$ cat src/sv/orderbook_spread_depth_vwap_defines.svh
// assertion macros for the order book statistics block
// used by files that hold concurrent assertions; expects clock and reset in scope
`ifndef ORDERBOOK_SPREAD_DEPTH_VWAP_DEFINES_SVH
`define ORDERBOOK_SPREAD_DEPTH_VWAP_DEFINES_SVH

// condition holds on every clock edge out of reset
`define OSDV_ASSERT_ALWAYS(lbl, cond, msg) \
   lbl: assert property (@(posedge clock) disable iff (reset) (cond)) else $error(msg);

// condition in one cycle implies another in the next
`define OSDV_ASSERT_NEXT(lbl, ante, cons, msg) \
   lbl: assert property (@(posedge clock) disable iff (reset) (ante) |=> (cons)) else $error(msg);

`endif

$ cat src/sv/osdv_pkg.sv
// shared types and constants of the order book statistics block
// no dependencies
`default_nettype none

package osdv_pkg;

   localparam logic [2:0] ST_OK         = 3'd0;
   localparam logic [2:0] ST_ZERO       = 3'd1;
   localparam logic [2:0] ST_FULL       = 3'd2;
   localparam logic [2:0] ST_NO_BID     = 3'd3;
   localparam logic [2:0] ST_NO_ASK     = 3'd4;
   localparam logic [2:0] ST_CROSSED    = 3'd5;
   localparam logic [2:0] ST_BUY_SHORT  = 3'd6;
   localparam logic [2:0] ST_SELL_SHORT = 3'd7;

   localparam logic REG_BAND   = 1'b0;
   localparam logic REG_TARGET = 1'b1;

   localparam logic SIDE_BID = 1'b0;
   localparam logic SIDE_ASK = 1'b1;

   localparam int BAND_SCALE  = 10000;
   localparam int PRICE_SCALE = 20000;
   localparam int PCT_SCALE   = 2000000;
   localparam int DEPTH_W     = 40;
   localparam int DIV_W       = 80;
   localparam int DIV_CNT_W   = $clog2(DIV_W);
   localparam int DVS_W       = 33;
   localparam int BAND_W      = 48;

   typedef enum logic [1:0] {
      DIV_BUY  = 2'd0,
      DIV_SELL = 2'd1,
      DIV_PCT  = 2'd2
   } div_sel_type;

   typedef enum logic [13:0] {
      S_IDLE     = 14'h0001,
      S_INS_RD   = 14'h0002,
      S_INS_CMP  = 14'h0004,
      S_INS_PUT  = 14'h0008,
      S_FIN      = 14'h0010,
      S_BEST     = 14'h0020,
      S_PREP     = 14'h0040,
      S_W_START  = 14'h0080,
      S_W_MUL    = 14'h0100,
      S_W_ACC    = 14'h0200,
      S_W_END    = 14'h0400,
      S_DIV_GO   = 14'h0800,
      S_DIV_WAIT = 14'h1000,
      S_LOAD     = 14'h2000
   } state_type;

   typedef struct packed {
      logic        accept;
      logic        ins_rd;
      logic        ins_shift;
      logic        ins_put;
      logic        fin_pre;
      logic        fin_rd;
      logic        best;
      logic        prep;
      logic        walk_start;
      logic        walk_mul;
      logic        walk_acc;
      logic        walk_end;
      logic        walk_side;
      logic        short_chk;
      logic        div_start;
      logic        div_latch;
      div_sel_type div_sel;
      logic        load;
   } cmd_type;

   typedef struct packed {
      logic ins_ok;
      logic in_last;
      logic ord_last;
      logic pos_zero;
      logic worse;
      logic pre_err;
      logic crossed;
      logic walk_more;
      logic is_short;
      logic div_done;
   } sts_type;

   typedef struct packed {
      logic [31:0] best_bid;
      logic [31:0] best_ask;
      logic [32:0] mid_doubled;
      logic [31:0] spread;
      logic [20:0] spread_pct_e4;
      logic [39:0] bid_depth;
      logic [39:0] ask_depth;
      logic [47:0] vwap_buy;
      logic [47:0] vwap_sell;
      logic [2:0]  status;
   } result_type;

endpackage

`default_nettype wire

$ cat src/sv/osdv_ctrl.sv
// controller state machine: insertion loop, final walks, divisions, result handoff
// depends on osdv_pkg
`default_nettype none

module osdv_ctrl (
   input  wire logic              clock,
   input  wire logic              reset,
   input  wire logic              req_valid,
   output logic                   req_ready,
   output logic                   rsp_valid,
   input  wire logic              rsp_ready,
   input  wire osdv_pkg::sts_type sts,
   output osdv_pkg::cmd_type      cmd
);

   osdv_pkg::state_type    state_ff, state_in;
   logic                   side_ff, side_in;
   osdv_pkg::div_sel_type  sel_ff, sel_in;
   logic                   rsp_valid_ff, rsp_valid_in;
   logic                   out_free;

   assign out_free = !rsp_valid_ff || rsp_ready;

   always_comb begin
      state_in     = state_ff;
      side_in      = side_ff;
      sel_in       = sel_ff;
      rsp_valid_in = rsp_valid_ff && !rsp_ready;
      cmd          = '0;
      cmd.walk_side = side_ff;
      cmd.div_sel   = sel_ff;
      case (state_ff)
         osdv_pkg::S_IDLE: begin
            if (req_valid) begin
               cmd.accept = 1'b1;
               if (sts.ins_ok) begin
                  state_in = osdv_pkg::S_INS_RD;
               end else if (sts.in_last) begin
                  state_in = osdv_pkg::S_FIN;
               end
            end
         end
         osdv_pkg::S_INS_RD: begin
            if (sts.pos_zero) begin
               state_in = osdv_pkg::S_INS_PUT;
            end else begin
               cmd.ins_rd = 1'b1;
               state_in   = osdv_pkg::S_INS_CMP;
            end
         end
         osdv_pkg::S_INS_CMP: begin
            if (sts.worse) begin
               cmd.ins_shift = 1'b1;
               state_in      = osdv_pkg::S_INS_RD;
            end else begin
               state_in = osdv_pkg::S_INS_PUT;
            end
         end
         osdv_pkg::S_INS_PUT: begin
            cmd.ins_put = 1'b1;
            state_in    = sts.ord_last ? osdv_pkg::S_FIN : osdv_pkg::S_IDLE;
         end
         osdv_pkg::S_FIN: begin
            cmd.fin_pre = 1'b1;
            if (sts.pre_err) begin
               state_in = osdv_pkg::S_LOAD;
            end else begin
               cmd.fin_rd = 1'b1;
               state_in   = osdv_pkg::S_BEST;
            end
         end
         osdv_pkg::S_BEST: begin
            cmd.best = 1'b1;
            state_in = sts.crossed ? osdv_pkg::S_LOAD : osdv_pkg::S_PREP;
         end
         osdv_pkg::S_PREP: begin
            cmd.prep = 1'b1;
            side_in  = osdv_pkg::SIDE_ASK;
            state_in = osdv_pkg::S_W_START;
         end
         osdv_pkg::S_W_START: begin
            cmd.walk_start = 1'b1;
            state_in       = osdv_pkg::S_W_MUL;
         end
         osdv_pkg::S_W_MUL: begin
            cmd.walk_mul = 1'b1;
            state_in     = osdv_pkg::S_W_ACC;
         end
         osdv_pkg::S_W_ACC: begin
            cmd.walk_acc = 1'b1;
            state_in     = sts.walk_more ? osdv_pkg::S_W_MUL : osdv_pkg::S_W_END;
         end
         osdv_pkg::S_W_END: begin
            cmd.walk_end = 1'b1;
            if (side_ff == osdv_pkg::SIDE_ASK) begin
               side_in  = osdv_pkg::SIDE_BID;
               state_in = osdv_pkg::S_W_START;
            end else begin
               sel_in   = osdv_pkg::DIV_BUY;
               state_in = osdv_pkg::S_DIV_GO;
            end
         end
         osdv_pkg::S_DIV_GO: begin
            if (sts.is_short) begin
               cmd.short_chk = 1'b1;
               state_in      = osdv_pkg::S_LOAD;
            end else begin
               cmd.div_start = 1'b1;
               state_in      = osdv_pkg::S_DIV_WAIT;
            end
         end
         osdv_pkg::S_DIV_WAIT: begin
            if (sts.div_done) begin
               cmd.div_latch = 1'b1;
               case (sel_ff)
                  osdv_pkg::DIV_BUY: begin
                     sel_in   = osdv_pkg::DIV_SELL;
                     state_in = osdv_pkg::S_DIV_GO;
                  end
                  osdv_pkg::DIV_SELL: begin
                     sel_in   = osdv_pkg::DIV_PCT;
                     state_in = osdv_pkg::S_DIV_GO;
                  end
                  default: begin
                     state_in = osdv_pkg::S_LOAD;
                  end
               endcase
            end
         end
         osdv_pkg::S_LOAD: begin
            if (out_free) begin
               cmd.load     = 1'b1;
               rsp_valid_in = 1'b1;
               state_in     = osdv_pkg::S_IDLE;
            end
         end
         default: begin
            state_in = osdv_pkg::S_IDLE;
         end
      endcase
   end

   always_ff @(posedge clock) begin
      if (reset) begin
         state_ff     <= osdv_pkg::S_IDLE;
         side_ff      <= osdv_pkg::SIDE_ASK;
         sel_ff       <= osdv_pkg::DIV_BUY;
         rsp_valid_ff <= 1'b0;
      end else begin
         state_ff     <= state_in;
         side_ff      <= side_in;
         sel_ff       <= sel_in;
         rsp_valid_ff <= rsp_valid_in;
      end
   end

   assign req_ready = (state_ff == osdv_pkg::S_IDLE);
   assign rsp_valid = rsp_valid_ff;

endmodule

`default_nettype wire

$ cat config.mk
export PLATFORM = sky130hd
export DESIGN_NAME = osdv_ctrl
export DESIGN_NICKNAME = d
export VERILOG_FILES = /design/src/sv/orderbook_spread_depth_vwap_defines.svh /design/src/sv/osdv_pkg.sv /design/src/sv/osdv_ctrl.sv
export SDC_FILE = /design/constraint.sdc
export NUM_CORES = 1
export LEC_CHECK = 0
export ABC_AREA = 1
export BUFFER_PORTS_ARGS = -buffer_cell sky130_fd_sc_hd__buf_2
export CORE_MARGIN = 4
export CORE_UTILIZATION = 55
export DETAILED_ROUTE_END_ITERATION = 8
export PLACE_DENSITY = 0.84
export SKIP_CTS_REPAIR_TIMING = 1
export SYNTH_ARGS = -nofsm -noshare
export SYNTH_HDL_FRONTEND = slang
export SYNTH_SLANG_ARGS = --single-unit
$ cat constraint.sdc
create_clock -name clock -period 2.9 [get_ports clock]
set_clock_uncertainty 0.15 [all_clocks]
set_input_delay 0.29 -clock clock [delete_from_list [all_inputs] [get_ports clock]]
set_output_delay 0.29 -clock clock [all_outputs]
set_load 0.05 [all_outputs]
## Word-level counts from Yosys, hierarchy flattened

Cells that the tools add are included.
Widths: inputs -> output; s select.

- Output and inout port bits: 21
- Input bits: 14
- Bits in registers: 18

- Reductions and logical operators: 10
- Eq/ne operators: 21
- Mux-type cells: 44

Operators by type and width:

| operator | number |
|---|---|
| $pmux 14 s14 | 1 |
| $mux 14 | 9 |
| $mux 1 | 22 |
| $eq 14x1->1 const B | 1 |
| $eq 14x10->1 const B | 1 |
| $eq 14x11->1 const B | 1 |
| $eq 14x12->1 const B | 1 |
| $eq 14x13->1 const B | 1 |
| $eq 14x14->1 const B | 1 |
| $eq 14x2->1 const B | 1 |
| $eq 14x3->1 const B | 1 |
| $eq 14x4->1 const B | 1 |
| $eq 14x5->1 const B | 1 |
| $eq 14x6->1 const B | 1 |
| $eq 14x7->1 const B | 1 |
| $eq 14x8->1 const B | 1 |
| $eq 14x9->1 const B | 1 |
| $mux 12 | 1 |
| $mux 11 | 1 |
| $mux 2 | 4 |
| $mux 4 | 2 |
| $ne 2x2->1 const B | 4 |
| $pmux 2 s2 | 2 |
| $reduce_and 4->1 | 2 |
| other kinds (11) | 13 |

## Longest topological paths before layout

Gate-level depths: netlist of run 1.

- Depth after elaboration: 5
- Mapped depth: 11
- Mapped depth without buffers: 11

## Worst setup path after synthesis of run 1

OpenSTA, ideal clock, no wires.

- Path type: reg-to-output
- From: reg state_ff[8]
- To: out cmd[17] (netlist name)
- Cell stages (with the launch flop): 6
- Data required time: 2460 ps
- Path slack: 763 ps
- Data arrival time: 1697 ps
- Cell sequence: dfxtp_1 -> nor2_2 -> nand2_2 -> nor2_1 -> nand2_1 -> nor4_2

RTL lines:

| element | line | text |
|---|---|---|
| start, declared | osdv_ctrl.sv:16 | `osdv_pkg::state_type state_ff, state_in;` |
| start signal, assigned | osdv_ctrl.sv:145 | `state_ff <= osdv_pkg::S_IDLE;` |
| start signal, assigned | osdv_ctrl.sv:150 | `state_ff <= state_in;` |
| end, declared | osdv_ctrl.sv:13 | `output osdv_pkg::cmd_type cmd` |

==> flow_metrics.py, run 1 <==
metrics = {
    "sta": {
        "grt_setup_unrepaired": "false",
        "period_needed_ns": 2.223,
        "min_period_over_period_pct": 76.66,
        "slew_violations": 0,
        "hold_viol": 0,
        "setup_viol": 0,
        "slew_headroom_pct": 71.34,
        "setup_tns_ns": 0,
        "worst_pin_slew_ns": 0.4294,
        "setup_ws_ns": 0.6768,
        "max_freq_mhz": 449.8,
    },
    "critical_path": {
        "crit_buf_inv": 2,
        "crit_type": "flop to primary output",
        "cp-end-kind": "primary output",
        "cp_top_family": "simple AND/OR/NAND/NOR gates",
        "cp-start-kind": "flop",
        "crit_path_max_fanout": 4,
        "max_stage_delay_ns": 0.35,
        "critical_path_required_ns": 2.46,
        "path_cells": "nor2_2 -> inv_1 -> nor2_1 -> nand2_1 -> nor4_2 -> buf_2",
        "worst_path_max_delay_cell": "dfxtp_1",
        "r2r_slack_ns": 1.16,
        "arrival_ns": 1.78,
    },
    "final_layout": {
        "fill_cells": 209,
        "final_common_cell": "inv_1",
        "area_growth_pct": 17.48,
        "final_core_util_pct": 67.16,
        "layout-drive-gt1-share_pct": 24.49,
        "final_cell_mix": "49 x inv_1, 47 x nand2_1, 34 x buf_2",
        "fin_nets": 260,
        "ff_latch_area_sq_um": 360.3,
        "multi_input_area_sq_um": 679.4,
        "antennaDiodeCount": 0,
        "final_cells": 273,
    },
    "pwr": {
        "ir_drop_mv": 0.6888,
        "combPwrFrac_pct": 57.8,
        "pwr-share-clk_pct": 14.2,
        "p_sw_share_pct": 51.40,
        "p_leak_nw": 0.9107,
        "power.density_nw_per_um2": 744.0,
        "total_power_mw": 1.095,
        "power_switching_mw": 0.5627,
        "p_int_mw": 0.5320,
        "seqPwrFrac_pct": 28.0,
    },
    "global_routing": {
        "grtUsageMet1_pct": 23.98,
        "grt_overflow_total": 0,
        "grt_pass1_vias": 1199,
        "grt_use_total_pct": 19.32,
        "antenna_found_initial": 0,
        "use_met3_pct": 5.568,
        "top_usage_layer": "met2",
        "grt_pass1_wl_mm": 4.905,
        "met2_usage_pct": 33.45,
        "grt_max_degree": 14,
    },
    "hold_path": {
        "min_path_type": "primary input to flop",
    },
    "routing": {
        "routedWlPerCell_um": 10.05,
        "routed_wl_mm": 2.744,
        "via_per_inst": 4.744,
        "first_iter_violations": 47,
        "ant_nets": 0,
        "route.vias.total": 1295,
        "drc": 0,
        "drt_pass1_iterations": 4,
    },
    "clocking": {
        "cts_max_level": 1,
        "cts_root_buf": "clkbuf_4",
        "cts_sinks": 18,
        "cts_tree": "yes",
        "clk_pin_slew_ns": 0.11,
        "clockBufferDepth": 2,
        "cts_made_buffers": 3,
        "clk_latency_ns": 0.30,
    },
    "floorplanning": {
        "num_rows": 17,
        "dieHeight_um": 55.72,
        "die_x_um": 55.72,
        "die_area_sq_um": 3105,
        "core_area_sq_um": 2191,
        "initial_core_util_pct": 57.17,
        "ioPinCount": 35,
    },
    "synthesis": {
        "synth_fp_nets": 224,
        "synth_cell_type_count": 23,
        "seq_area_frac_synth_pct": 28.77,
        "syn_area_per_cell_sq_um": 5.964,
        "synthCells": 210,
        "ys_ff_latch": 18,
        "synth_warnings": 0,
        "synth_area_sq_um": 1252,
    },
    "place": {
        "place_ws_ns": 1.028,
        "place_congestion": 0.8839,
        "dp_cells": 269,
        "port-buffer-count": 34,
        "place_hpwl_mm": 2.198,
    },
    "job": {
        "drv_cap": 0,
    },
    "outcome": {
        "outcome": "finished clean",
    },
}
## Yosys cell counts
library cell	count	area, sq um
buf_6	1	11.26
dfxtp_1	18	360.4
nor2_1	30	112.6
o21ai_1	1	5.000
o22ai_1	2	12.51
nor2_2	7	43.79
a21oi_1	3	15.01
nand2_2	5	31.28
nand2_1	47	176.4
clkbuf_1	1	3.750
nor2_4	4	45.04
inv_4	1	6.260
and2_1	1	6.260
nor3_1	4	20.02
nand3_2	3	30.03
nand4_1	4	25.02
nor3b_1	1	7.510
o21ai_0	5	25.02
nor4_2	1	12.51
nand2_4	1	11.26
buf_4	1	7.510
nand3_1	20	100.1
inv_1	49	183.9
## per-stage QoR
stage	instance area, sq um	hold slack [ns]
after floorplan	1252	0.2069
after global placement	1435	0.3263
after detailed placement	1435	0.3371
after CTS	1471	0.02170
after global routing	1471	0.008639
final	1471	0.02238
## power groups by stage
| stage | clock [mW] | combinational (mW) | sequential (mW) |
|---|---|---|---|
| 2_1_floorplan | 0 | 0.511 | 0.324 |
| 3_3_place_gp | 0 | 0.634 | 0.310 |
| 3_5_place_dp | 0 | 0.629 | 0.312 |
| 4_1_cts | 0.157 | 0.632 | 0.306 |
| 5_1_grt | 0.173 | 0.710 | 0.311 |
| 6_report | 0.156 | 0.633 | 0.306 |
## area by class of cell
cell class / count / share of cell area (%)
Multi-Input combinational cell: 139 / 46.17
Sequential cell: 18 / 24.49
Clock buffer: 4 / 2.466
Timing Repair Buffer: 34 / 11.56
Tap cell: 28 / 2.381
Inverter: 50 / 12.93
## final timing paths
check,endpoint,startpoint,cells after the start
max,cmd[17],state_ff[13],6
min reg2reg,sel_ff[1],sel_ff[1],2
max reg2reg,state_ff[11],state_ff[2],10
min,state_ff[10],sts[2],2
## flip-flops by register name, indices dropped and copies added, names as in the netlist
register,cells
state_ff,14
sel_ff,2
rsp_valid,1
side_ff,1
## metal layers
layer / part of all wire (%) / up-vias
li1: - / 699
met1: 45 / 550
met2: 45 / 44
met3: 9.3 / 2
met4: 0.44 / 0
met5: 0 / -
## logic make-up (layout without fill, tap and decap cells)
logic type	count (synthesis)	count (layout)	share of synthesized area [%]
and+or+nand+nor	128	128	49.65
AOI/OAI and AO/OA	11	11	4.594
buffers and inverters	53	88	16.98
DFF	18	18	28.77
Note: power is estimated with default switching activity, not from simulation.
==> run 2, diff against run 1 <==
CORE_UTILIZATION = 46   (was 55)
PLACE_DENSITY = 0.75   (was 0.84)
clock period = 1.9 ns   (was 2.9 ns; I/O delays follow)
==> run 2 against run 1 <==
  * Utilization increased by 2.6 points
  * Final area increased by 21%
  * Final cell count increased by 4.8%
  * Critical endpoint unchanged
==> flow_metrics.py, run 2 (synthesis results as in run 1) <==
metrics = {
    "outcome": {
        "outcome": "finished clean",
    },
    "place": {
        "place_congestion": 0.8516,
        "dp_cells": 271,
        "place_hpwl_mm": 2.436,
        "port-buffer-count": 34,
    },
    "critical_path": {
        "arrival_ns": 1.55,
        "critical_path_required_ns": 1.56,
        "cp-start-kind": "flop",
        "crit_path_max_fanout": 4,
        "crit_type": "flop to primary output",
        "cp-end-kind": "primary output",
    },
    "sta": {
        "max_freq_mhz": 529.4,
        "grt_setup_unrepaired": "true",
        "worst_pin_slew_ns": 0.4711,
        "setup_viol": 0,
        "period_needed_ns": 1.889,
        "slew_headroom_pct": 68.56,
        "min_period_over_period_pct": 99.42,
        "slew_violations": 0,
        "hold_viol": 0,
    },
    "global_routing": {
        "grt_max_degree": 14,
        "antenna_found_initial": 0,
        "grt_pass1_vias": 1218,
        "grt_pass1_wl_mm": 5.106,
        "grt_use_total_pct": 18.82,
        "grt_overflow_total": 0,
    },
    "final_layout": {
        "area_growth_pct": 41.66,
        "regMostFlops": "state_ff",
        "fin_nets": 271,
        "ff_latch_area_sq_um": 372.9,
        "multi_input_area_sq_um": 778.2,
        "largest_register_ffs": 14,
        "top_regs": "state_ff (14), sel_ff (2)",
        "final_cell_mix": "43 x inv_1, 41 x nand2_1, 22 x nor2_1",
        "final_common_cell": "inv_1",
        "antennaDiodeCount": 0,
        "final_cells": 286,
        "layout-drive-gt1-share_pct": 38.28,
        "fill_cells": 219,
    },
    "clocking": {
        "clockBufferDepth": 2,
        "clk_pin_slew_ns": 0.11,
        "cts_made_buffers": 3,
        "cts_root_buf": "clkbuf_4",
        "cts_tree": "yes",
        "cts_max_level": 1,
        "clk_latency_ns": 0.30,
        "cts_sinks": 18,
    },
    "floorplanning": {
        "dieHeight_um": 60.18,
        "num_rows": 18,
        "die_x_um": 60.18,
        "initial_core_util_pct": 49.21,
        "die_area_sq_um": 3622,
        "ioPinCount": 35,
        "core_area_sq_um": 2545,
    },
    "routing": {
        "route.vias.total": 1396,
        "ant_nets": 0,
        "routed_wl_mm": 3.436,
        "drt_pass1_iterations": 4,
        "drc": 0,
        "first_iter_violations": 74,
        "via_per_inst": 4.881,
        "routedWlPerCell_um": 12.01,
    },
    "pwr": {
        "total_power_mw": 1.993,
        "ir_drop_mv": 1.297,
        "power.density_nw_per_um2": 1123,
        "p_leak_nw": 0.9959,
    },
    "job": {
        "drv_cap": 0,
    },
    "hold_path": {
        "min_path_type": "primary input to flop",
    },
}
run 2: path summary, 6_finish.rpt:
| check | from | end | slack, ns | cells after the start |
|---|---|---|---|---|
| worst max-delay path | state_ff[11] | cmd[17] | 0.01 | 6 |
| worst min-delay path | sts[4] | state_ff[5] | 0.01 | 4 |
| worst max register to register | state_ff[6] | state_ff[11] | 0.10 | 12 |
| worst min register to register | sel_ff[1] | sel_ff[1] | 0.38 | 2 |
run 2: report_power, final:
group / switching [mW] / internal, mW / total [mW]
logic: 0.814 / 0.447 / 1.26
registers: 0.0554 / 0.432 / 0.487
clock network: 0.128 / 0.117 / 0.245
run 2: worst max-delay path, stage by stage, from the launching register on:
cell	delay, ns
dfxtp_1	0.38
nor2_4	0.15
nand2_2	0.12
nor2_4	0.12
nand2_1	0.09
nor4_4	0.19
buf_6	0.20
run 2: through the flow:
stage	hold slack, ns	area (sq um)	setup TNS [ns]	util [%]	setup WS, ns
floorplan	0.1069	1266	0	-	0.03611
global placement	0.2433	1451	0	57.03	0.1402
detailed placement	0.2437	1451	0	57.03	0.1030
CTS	-0.08612	1488	-2.061	58.46	-0.2511
global route	0.02153	1774	-0.5560	69.71	-0.06605
finish	0.009614	1774	0	69.71	0.01099
run 2: final cells by class:
class | count | share of cell area, %
well taps | 30 | 2.116
multi-input cells | 139 | 43.86
flip-flops and latches | 18 | 21.02
repair buffers | 45 | 20.24
inverters | 50 | 10.72
clock buffers | 4 | 2.045
run 2: layer usage:
layer,global-route usage [%],share of wire [%],routed length [um]
met5,0,0,0
met4,6.329,2.1,71
met3,4.320,7.0,240
met2,30.71,48,1648
met1,24.19,43,1475
